===== src/design/assert_macros.svh =====
// Assertion macros included by the IPv4 header generator design.
`ifndef ASSERT_MACROS_SVH
`define ASSERT_MACROS_SVH

// Check that a property holds at every clock edge outside reset.
`define ASSERT_CLK(label, clk, rst_n, prop) \
	label: assert property (@(posedge clk) disable iff (!(rst_n)) (prop)) \
		else $error("assertion failed");

// Check that a condition never holds at a clock edge outside reset.
`define ASSERT_NEVER(label, clk, rst_n, cond) \
	label: assert property (@(posedge clk) disable iff (!(rst_n)) !(cond)) \
		else $error("forbidden condition seen");

`endif


===== src/design/ihg_pkg.sv =====
// Types and constants of the IPv4 header generator.
package ihg_pkg;

	localparam int unsigned CFG_IDX_W   = 2;
	localparam int unsigned WORD_IDX_W  = 4;
	localparam int unsigned S_TDATA_W   = 56;
	localparam int unsigned M_TDATA_W   = 56;

	localparam logic [15:0] VER_IHL_TOS = 16'h4500;
	localparam logic [15:0] FRAG_WORD   = 16'h0000;
	localparam logic [7:0]  TTL_RESET   = 8'd64;
	localparam logic [15:0] IDENT_RESET = 16'd1;
	localparam logic [31:0] BCAST_ADDR  = 32'hFFFF_FFFF;

	typedef enum logic [CFG_IDX_W-1:0] {
		CFG_LOCAL   = 2'd0,
		CFG_MASK    = 2'd1,
		CFG_GATEWAY = 2'd2,
		CFG_TTL     = 2'd3
	} cfg_idx_t;

	typedef enum logic [WORD_IDX_W-1:0] {
		W_VER    = 4'd0,
		W_TLEN   = 4'd1,
		W_IDENT  = 4'd2,
		W_FRAG   = 4'd3,
		W_TTL    = 4'd4,
		W_CSUM   = 4'd5,
		W_SRC_HI = 4'd6,
		W_SRC_LO = 4'd7,
		W_DST_HI = 4'd8,
		W_DST_LO = 4'd9
	} word_idx_t;

endpackage


===== src/design/ipv4_header_generator.sv =====
// IPv4 header generator: one send request in, ten header words out.
// Each request beat (destination, protocol, total length) yields ten 16-bit header beats,
// first word first, every beat tagged with its word index, the next-hop address and a
// broadcast flag (tuser); tlast marks the tenth beat. A request passes an input register
// where the checksum and next hop are formed, then loads the output header register once
// that register is free or sending its last beat; the first word is offered from the output
// header register. The 16-bit output channel limits the sustained rate, as each request
// holds it for ten beats; the next request is taken while the current header drains.
// Configuration writes are always ready and must only be issued while no header is pending.
`include "assert_macros.svh"

module ipv4_header_generator (
	input  logic                              clk,
	input  logic                              arst_n,
	// configuration write channel
	input  logic                              cfg_valid,
	output logic                              cfg_ready,
	input  logic [ihg_pkg::CFG_IDX_W-1:0]     cfg_index,
	input  logic [31:0]                       cfg_data,
	// request stream
	input  logic                              s_axis_tvalid,
	output logic                              s_axis_tready,
	// dest_address[31:0], protocol_number[39:32], total_length[55:40]
	input  logic [ihg_pkg::S_TDATA_W-1:0]     s_axis_tdata,
	// header word stream
	output logic                              m_axis_tvalid,
	input  logic                              m_axis_tready,
	// header_word[15:0], word_index[19:16], next_hop[51:20], zero[55:52]
	output logic [ihg_pkg::M_TDATA_W-1:0]     m_axis_tdata,
	output logic                              m_axis_tlast,
	// is_broadcast[0]
	output logic                              m_axis_tuser
);

	// configuration
	logic [31:0] local_addr_q;
	logic [31:0] subnet_mask_q;
	logic [31:0] gateway_q;
	logic [7:0]  ttl_q;
	logic [15:0] ident_q;

	// input register stage
	logic        s1_valid_q;
	logic [31:0] dest_s1;
	logic [7:0]  proto_s1;
	logic [15:0] tlen_s1;
	logic [15:0] ident_s1;

	// output header register
	logic        out_valid_q;
	logic [ihg_pkg::WORD_IDX_W-1:0] cnt_q;
	logic [15:0] tlen_s2;
	logic [15:0] ident_s2;
	logic [15:0] ttlproto_s2;
	logic [15:0] csum_s2;
	logic [31:0] dest_s2;
	logic [31:0] hop_s2;
	logic        bcast_s2;

	logic        s_fire;
	logic        m_fire;
	logic        last_fire;
	logic        s2_load;
	logic [15:0] ttlproto;
	logic [19:0] sum_raw;
	logic [16:0] fold1;
	logic [15:0] fold2;
	logic [31:0] hop;
	logic [15:0] word;

	assign cfg_ready     = 1'b1;
	assign s_fire        = s_axis_tvalid & s_axis_tready;
	assign m_fire        = out_valid_q & m_axis_tready;
	assign last_fire     = m_fire & (cnt_q == ihg_pkg::W_DST_LO);
	assign s2_load       = s1_valid_q & (~out_valid_q | last_fire);
	assign s_axis_tready = ~s1_valid_q | s2_load;

	always_ff @(posedge clk or negedge arst_n) begin
		if (!arst_n) begin
			local_addr_q  <= '0;
			subnet_mask_q <= '0;
			gateway_q     <= '0;
			ttl_q         <= ihg_pkg::TTL_RESET;
		end else if (cfg_valid && cfg_ready) begin
			unique case (ihg_pkg::cfg_idx_t'(cfg_index))
				ihg_pkg::CFG_LOCAL:   local_addr_q  <= cfg_data;
				ihg_pkg::CFG_MASK:    subnet_mask_q <= cfg_data;
				ihg_pkg::CFG_GATEWAY: gateway_q     <= cfg_data;
				ihg_pkg::CFG_TTL:     ttl_q         <= cfg_data[7:0];
				default: ;
			endcase
		end
	end

	// identification advances once per accepted request
	always_ff @(posedge clk or negedge arst_n) begin
		if (!arst_n) begin
			ident_q <= ihg_pkg::IDENT_RESET;
		end else if (s_fire) begin
			ident_q <= ident_q + 16'd1;
		end
	end

	always_ff @(posedge clk or negedge arst_n) begin
		if (!arst_n) begin
			s1_valid_q <= 1'b0;
		end else if (s_fire) begin
			s1_valid_q <= 1'b1;
		end else if (s2_load) begin
			s1_valid_q <= 1'b0;
		end
	end

	always_ff @(posedge clk) begin
		if (s_fire) begin
			dest_s1  <= s_axis_tdata[31:0];
			proto_s1 <= s_axis_tdata[39:32];
			tlen_s1  <= s_axis_tdata[55:40];
			ident_s1 <= ident_q;
		end
	end

	// one's-complement sum of the header words, checksum word taken as zero
	assign ttlproto = {ttl_q, proto_s1};
	assign sum_raw  = 20'(ihg_pkg::VER_IHL_TOS) + 20'(tlen_s1) + 20'(ident_s1)
		+ 20'(ttlproto) + 20'(local_addr_q[31:16]) + 20'(local_addr_q[15:0])
		+ 20'(dest_s1[31:16]) + 20'(dest_s1[15:0]);
	assign fold1    = 17'(sum_raw[15:0]) + 17'(sum_raw[19:16]);
	assign fold2    = fold1[15:0] + 16'(fold1[16]);

	// route off-subnet traffic through the gateway when one is set
	assign hop = ((gateway_q != 32'd0) &&
		((local_addr_q & subnet_mask_q) != (dest_s1 & subnet_mask_q))) ? gateway_q : dest_s1;

	always_ff @(posedge clk or negedge arst_n) begin
		if (!arst_n) begin
			out_valid_q <= 1'b0;
			cnt_q       <= '0;
		end else if (s2_load) begin
			out_valid_q <= 1'b1;
			cnt_q       <= ihg_pkg::W_VER;
		end else if (last_fire) begin
			out_valid_q <= 1'b0;
		end else if (m_fire) begin
			cnt_q <= cnt_q + 4'd1;
		end
	end

	always_ff @(posedge clk) begin
		if (s2_load) begin
			tlen_s2     <= tlen_s1;
			ident_s2    <= ident_s1;
			ttlproto_s2 <= ttlproto;
			csum_s2     <= ~fold2;
			dest_s2     <= dest_s1;
			hop_s2      <= hop;
			bcast_s2    <= (hop == ihg_pkg::BCAST_ADDR);
		end
	end

	always_comb begin
		unique case (ihg_pkg::word_idx_t'(cnt_q))
			ihg_pkg::W_VER:    word = ihg_pkg::VER_IHL_TOS;
			ihg_pkg::W_TLEN:   word = tlen_s2;
			ihg_pkg::W_IDENT:  word = ident_s2;
			ihg_pkg::W_FRAG:   word = ihg_pkg::FRAG_WORD;
			ihg_pkg::W_TTL:    word = ttlproto_s2;
			ihg_pkg::W_CSUM:   word = csum_s2;
			ihg_pkg::W_SRC_HI: word = local_addr_q[31:16];
			ihg_pkg::W_SRC_LO: word = local_addr_q[15:0];
			ihg_pkg::W_DST_HI: word = dest_s2[31:16];
			ihg_pkg::W_DST_LO: word = dest_s2[15:0];
			default:           word = '0;
		endcase
	end

	assign m_axis_tvalid = out_valid_q;
	assign m_axis_tdata  = {4'd0, hop_s2, cnt_q, word};
	assign m_axis_tlast  = (cnt_q == ihg_pkg::W_DST_LO);
	assign m_axis_tuser  = bcast_s2;

	`ASSERT_CLK(a_cnt_range, clk, arst_n, !out_valid_q || cnt_q <= ihg_pkg::W_DST_LO)
	`ASSERT_CLK(a_ident_step, clk, arst_n, s_fire |=> ident_q == $past(ident_q) + 16'd1)
	`ASSERT_CLK(a_drain_idle, clk, arst_n, (last_fire && !s1_valid_q) |=> !m_axis_tvalid)
	`ASSERT_NEVER(a_load_busy, clk, arst_n, s2_load && out_valid_q && !last_fire)

endmodule


===== config.mk =====
export PLATFORM = sky130hd
export DESIGN_NAME = ipv4_header_generator
export DESIGN_NICKNAME = d
export VERILOG_FILES = /design/src/design/ihg_pkg.sv /design/src/design/ipv4_header_generator.sv
export VERILOG_INCLUDE_DIRS = /design/src /design/src/design
export SDC_FILE = /design/constraint.sdc
export NUM_CORES = 1
export LEC_CHECK = 0
export ABC_AREA = 1
export BUFFER_PORTS_ARGS = -buffer_cell sky130_fd_sc_hd__clkbuf_2
export CAP_MARGIN = 20
export CORE_ASPECT_RATIO = 0.75
export CORE_MARGIN = 4
export CORE_UTILIZATION = 60
export DETAILED_ROUTE_END_ITERATION = 10
export PLACE_DENSITY = 0.9
export SYNTH_ARGS = -nofsm -noshare
export SYNTH_HDL_FRONTEND = slang
export SYNTH_SLANG_ARGS = --single-unit
export TNS_END_PERCENT = 5

===== constraint.sdc =====
create_clock -name clk -period 7.9 [get_ports clk]
set_input_delay 0.395 -clock clk [delete_from_list [all_inputs] [get_ports clk]]
set_output_delay 0.395 -clock clk [all_outputs]
set_load 0.05 [all_outputs]

# [Word level (Yosys, flattened, before mapping)]
# Cells that the tools add are included.
[totals] ff_bits=327 input_bits=95 out_inout_bits=61 wordCells=76
[op_classes] n_addsub=11 n_eq_ne=14 muxes=9 n_bitwise=11 n_reduce_logical=12
[ops] operator="$pmux W16 S9" count=1
[ops] operator="$and A32 B32 Y32" count=2
[ops] operator="$add A20 B16 Y20" count=3
[ops] operator="$eq A32 B32 Y1 const B" count=1
[ops] operator="$mux W32" count=1
[ops] operator="$ne A32 B32 Y1" count=1
[ops] operator="$reduce_bool A32 Y1" count=1
[ops] operator="$add A19 B16 Y20" count=1
[ops] operator="$add A18 B16 Y19" count=1
[ops] operator="$add A17 B16 Y18" count=1
[ops] operator="$add A15 B16 Y17 const A" count=1
[ops] operator="$add A16 B4 Y17" count=1
[ops] operator="$add A16 B1 Y16" count=1
[ops] operator="$add A16 B1 Y16 const B" count=1
[ops] operator="$eq A4 B3 Y1 const B" count=4
[ops] operator="$not A16 Y16" count=1
[ops] operator="$mux W4" count=3
[ops] operator="$reduce_and A2 Y1" count=5
[ops] operator="$eq A4 B4 Y1 const B" count=2
[ops] operator="$reduce_bool A2 Y1" count=3
[ops] operator="$add A4 B1 Y4 const B" count=1
[ops] operator="$and A1 B1 Y1" count=4
[ops] operator="$eq A2 B2 Y1 const B" count=2
[ops] operator="$eq A4 B1 Y1 const B" count=1
[ops] operator="other kinds (9)" count=14

# [Longest topological paths before layout]
[depth] word_depth=10 depth_mapped=48 depth_no_buf=48

# [Least setup slack after synthesis]
# No wires, ideal clock.
[synth_timing] path_kind="register -> register" start="register cnt_q[1] (netlist name)" end="register csum_s2[0], enable pin" setup_time_ns=0.621 arrival_time_ns=6.719 t_required_ns=7.279 setup_slack_ns=0.559 stages_incl_launch_ff=7 n_path_buf=0 period_less_slack_ns=7.341 cell_sequence="dfrtp_1 inv_1 ha_1 nand3_2 o21ai_2 inv_2 nor2_1"
[synth_between] elab_chain_len=4
[synth_rtl] item="start, declared" line_no="ipv4_header_generator.sv:51" rtl="logic [ihg_pkg::WORD_IDX_W-1:0] cnt_q;"
[synth_rtl] item="start signal, assigned" line_no="ipv4_header_generator.sv:141" rtl="cnt_q <= ihg_pkg::W_VER;"
[synth_rtl] item="start signal, assigned" line_no="ipv4_header_generator.sv:145" rtl="cnt_q <= cnt_q + 4'd1;"
[synth_rtl] item="$eq A4 B4 Y1" line_no="ipv4_header_generator.sv:74" rtl="assign last_fire = m_fire & (cnt_q == ihg_pkg::W_DST_LO);"
[synth_rtl] item="$and A1 B1 Y1" line_no="ipv4_header_generator.sv:74"
[synth_rtl] item="$or A1 B1 Y1" line_no="ipv4_header_generator.sv:75" rtl="assign s2_load = s1_valid_q & (~out_valid_q | last_fire);"
[synth_rtl] item="$and A1 B1 Y1" line_no="ipv4_header_generator.sv:75"
[synth_rtl] item="named net s2_load" line_no="ipv4_header_generator.sv:63" rtl="logic s2_load;"
[synth_rtl] item="end signal, assigned" line_no="ipv4_header_generator.sv:154" rtl="csum_s2 <= ~fold2;"
[synth_rtl] item="end, declared" line_no="ipv4_header_generator.sv:55" rtl="logic [15:0] csum_s2;"
# The timed path passes the listed nets, and every way through them passes these cells.
# A chain may end at the register's enable or synchronous reset.

# [Final worst setup path]
[layout_timing] start="register local_addr_q[20]" end="register csum_s2[15], data pin"
[layout_between] elab_chain_len=7
[layout_rtl] item="start, declared" line_no="ipv4_header_generator.sv:36" rtl="logic [31:0] local_addr_q;"
[layout_rtl] item="start signal, assigned" line_no="ipv4_header_generator.sv:86" rtl="ihg_pkg::CFG_LOCAL: local_addr_q <= cfg_data;"
[layout_rtl] item="$add A19 B16 Y20" line_no="ipv4_header_generator.sv:126" rtl="+ 20'(ttlproto) + 20'(local_addr_q[31:16]) + 20'(local_addr_q[15:0])"
[layout_rtl] item="$add A20 B16 Y20" line_no="ipv4_header_generator.sv:126"
[layout_rtl] item="$add A20 B16 Y20 (2 in series)" line_no="ipv4_header_generator.sv:127" rtl="+ 20'(dest_s1[31:16]) + 20'(dest_s1[15:0]);"
[layout_rtl] item="$add A16 B4 Y17" line_no="ipv4_header_generator.sv:128" rtl="assign fold1 = 17'(sum_raw[15:0]) + 17'(sum_raw[19:16]);"
[layout_rtl] item="$add A16 B1 Y16" line_no="ipv4_header_generator.sv:129" rtl="assign fold2 = fold1[15:0] + 16'(fold1[16]);"
[layout_rtl] item="$not A16 Y16" line_no="ipv4_header_generator.sv:154"
# Every way passes these cells.

==> results_dict.tcl <==
set metrics [dict create \
    critPathMaxStageDelay_ps 550 \
    drive_gt1_frac 0.1536 \
    met1_usage 0.4255 \
    drt_iter0_drc 1755 \
    cp_slowest_cell "fa_1" \
    areaGrowthSynthToFinish_pct 16.69 \
    io_buffers 150 \
    dr.pass1.iters 6 \
    dp_hpwl_mm 34.84 \
    die_y_microns 154.3 \
    fmax_mhz 130.7 \
    wl_mm 48.73 \
    maxCapViolCount 0 \
    clk-insertion-delay-late_ps 580 \
    final_nets 2161 \
    cts_sinks 327 \
    cts-root-buf "clkbuf_16" \
    grt_pass1_wl_mm 74.29 \
    synth_common_cells "inv_1, nand2_1, edfxtp_1" \
    ys_seq_elements 327 \
    avgSynthCellArea_sq_um 9.951 \
    min_period_ps 7650 \
    status "finished, final reports clean" \
    synth.distinct_cells 45 \
    finalHoldViolations 0 \
    drv_slew 0 \
    synth.top_cell.area_share 0.3525 \
    grt.overflow.total 0 \
    finalSetupViolations 0 \
    met3_usage 0.08510 \
    clk_pin_slew_ps 70 \
    via_per_inst 5.717 \
    gr-usage-met2 0.4815 \
    antennaDiodeCount 0 \
    synthFlopType "edfxtp_1" \
    grt_max_degree 74 \
    die-width_microns 203.1 \
    antenna_found_initial 0 \
    num_vias 13440 \
    endpoint_kind "flop" \
    tightest_slew_ps 1112 \
    worstHoldPathType "input port to flop" \
    ys_seq_area_frac 0.5367 \
    synth.most_common_cell "inv_1" \
    async_reset_ff_frac 0.3853 \
    stdcell_area_sq_um 19980 \
    std_cell_rows 53 \
    cts_tree "yes" \
    core-area_sq_um 28050 \
    fin_crit_sh 0.9684 \
    path_class "flop to flop" \
    synth_area_leaders "edfxtp_1, dfrtp_1, fa_1, inv_1, nand2_1" \
    required_ps 8240 \
    busiest_layer "met2" \
    syn_inst 1721 \
    cts_buffer_depth 3 \
    slew_headroom 0.2565 \
    syn-cell-area_sq_um 17130 \
    initial_core_util 0.6105 \
    cts_max_level 1 \
    place_congestion 1.007 \
    synth_edf_count 201 \
    grt_pass1_vias 13410 \
    cp_max_fo 5 \
    dpl_cell_area_sq_um 18370 \
    yosys_warnings 0 \
    start_kind "flop" \
    arrival_ps 7990 \
    ant_nets 0 \
    grt_use_total 0.3068 \
    drc 0 \
    numCtsBuffers 31 \
    yosysTopAreaCell "edfxtp_1" \
    ios 156 \
    wire_per_inst_microns 20.73 \
    dieArea_sq_um 31340 \
    fill_cells 1868 \
    clock_skew_ps 13.35 \
]
[final timing paths]
| path | start | to | slack, ps | cells past startpoint |
|---|---|---|---|---|
| hold reg to reg | tlen_s1[8]$_DFFE_PP_ | tlen_s2[8]$_DFFE_PP_ | 450 | 0 |
| min in group asynchronous | arst_n | ident_q[3]$_DFFE_PN0P_ | 430 | 2 |
| setup reg to reg | local_addr_q[20]$_DFFE_PN0P_ | csum_s2[15]$_DFFE_PP_ | 250 | 42 |
| hold / removal | s_axis_tdata[0] | dest_s1[0]$_DFFE_PP_ | 9 | 1 |
| max in group asynchronous | arst_n | subnet_mask_q[14]$_DFFE_PN0P_ | 6000 | 3 |
| setup / recovery | local_addr_q[20]$_DFFE_PN0P_ | csum_s2[15]$_DFFE_PP_ | 250 | 42 |
[area by class of cell]
class,instances,area (sq um),share of cell area
multi-input cells,980,6481,0.3243
well taps,385,481.7,0.02411
repair buffers,224,1439,0.07201
inverters,378,1419,0.07100
clock inverters,22,160.2,0.008015
flip-flops and latches,327,9191,0.4600
clock buffers,35,810.8,0.04057
[per-stage QoR]
step	std cells	setup WS [ps]	utilization	hold WS [ps]	setup TNS, ps
after floorplan	1724	559.3	-	99.41	0
after global placement	2238	250.4	0.6542	432.4	0
after detailed placement	2239	-66.83	0.6549	432.1	-66.83
after CTS	2339	42.91	0.7053	0.5940	0
after global routing	2351	-155.5	0.7124	4.454	-379.2
final	2351	249.8	0.7124	9.487	0
[placed cells by master, fill, tap and decap left out, types with 40 or more instances in the layout]
cell type,instances
nand3_1,107
fa_1,78
dlygate4sd3_1,42
ha_1,40
nand2_1,347
edfxtp_1,201
clkbuf_2,149
inv_1,370
dfrtp_1,124
o21ai_0,138
nor2_1,79
[critical path, delay by kind of cell (launching register included)]
family	cells	cell delay, ps
xor gates and xnor gates	1	180
AOI/OAI and AO/OA	4	740
buffers and inverters	7	430
adders and majority gates	7	3090
and+or+nand+nor	23	2530
DFF	1	430
[per-layer routing]
metal,routed length [microns],vias up
li1,-,5951
met1,18690,6389
met2,22170,946
met3,6085,154
met4,1790,0
met5,0,-
[sequential cells by signal (all words and copies together), names as in the netlist]
signal,cells
subnet_mask_q,32
csum_s2,16
ident_s2,16
ttlproto_s2,16
ident_s1,16
s1_valid_q,1
m_axis_tvalid,1
m_axis_tuser,1
tlen_s1,16
tlen_s2,16
dest_s2,32
hop_s2,32
proto_s1,8
gateway_q,32
ident_q,16
dest_s1,32
ttl_q,8
cnt_q,4
local_addr_q,32
[cell families after synthesis]
logic type               count (synthesis)  synth area share
AND/OR/NAND/NOR                        607            0.1544
flip-flops                             327            0.5367
other                                    2         0.0004385
XOR/XNOR                                28           0.01542
adder cells (fa/ha/maj)                124            0.1257
AO/OA/AOI/OAI                          216           0.07452
buffers and inverters                  417           0.09286
[what timing repair did]
item                       CTS  global route
hold endpoints to repair    96             0
hold buffers                42             0
setup buffers                1            11
pin swaps                    0            21
gates cloned                 0             0
setup endpoints to repair    4             9
gates resized for setup      4            27
Power is left out: the tool's default activity adds up to more than one toggle a clock period on the data nets, which glitch-free logic cannot reach.
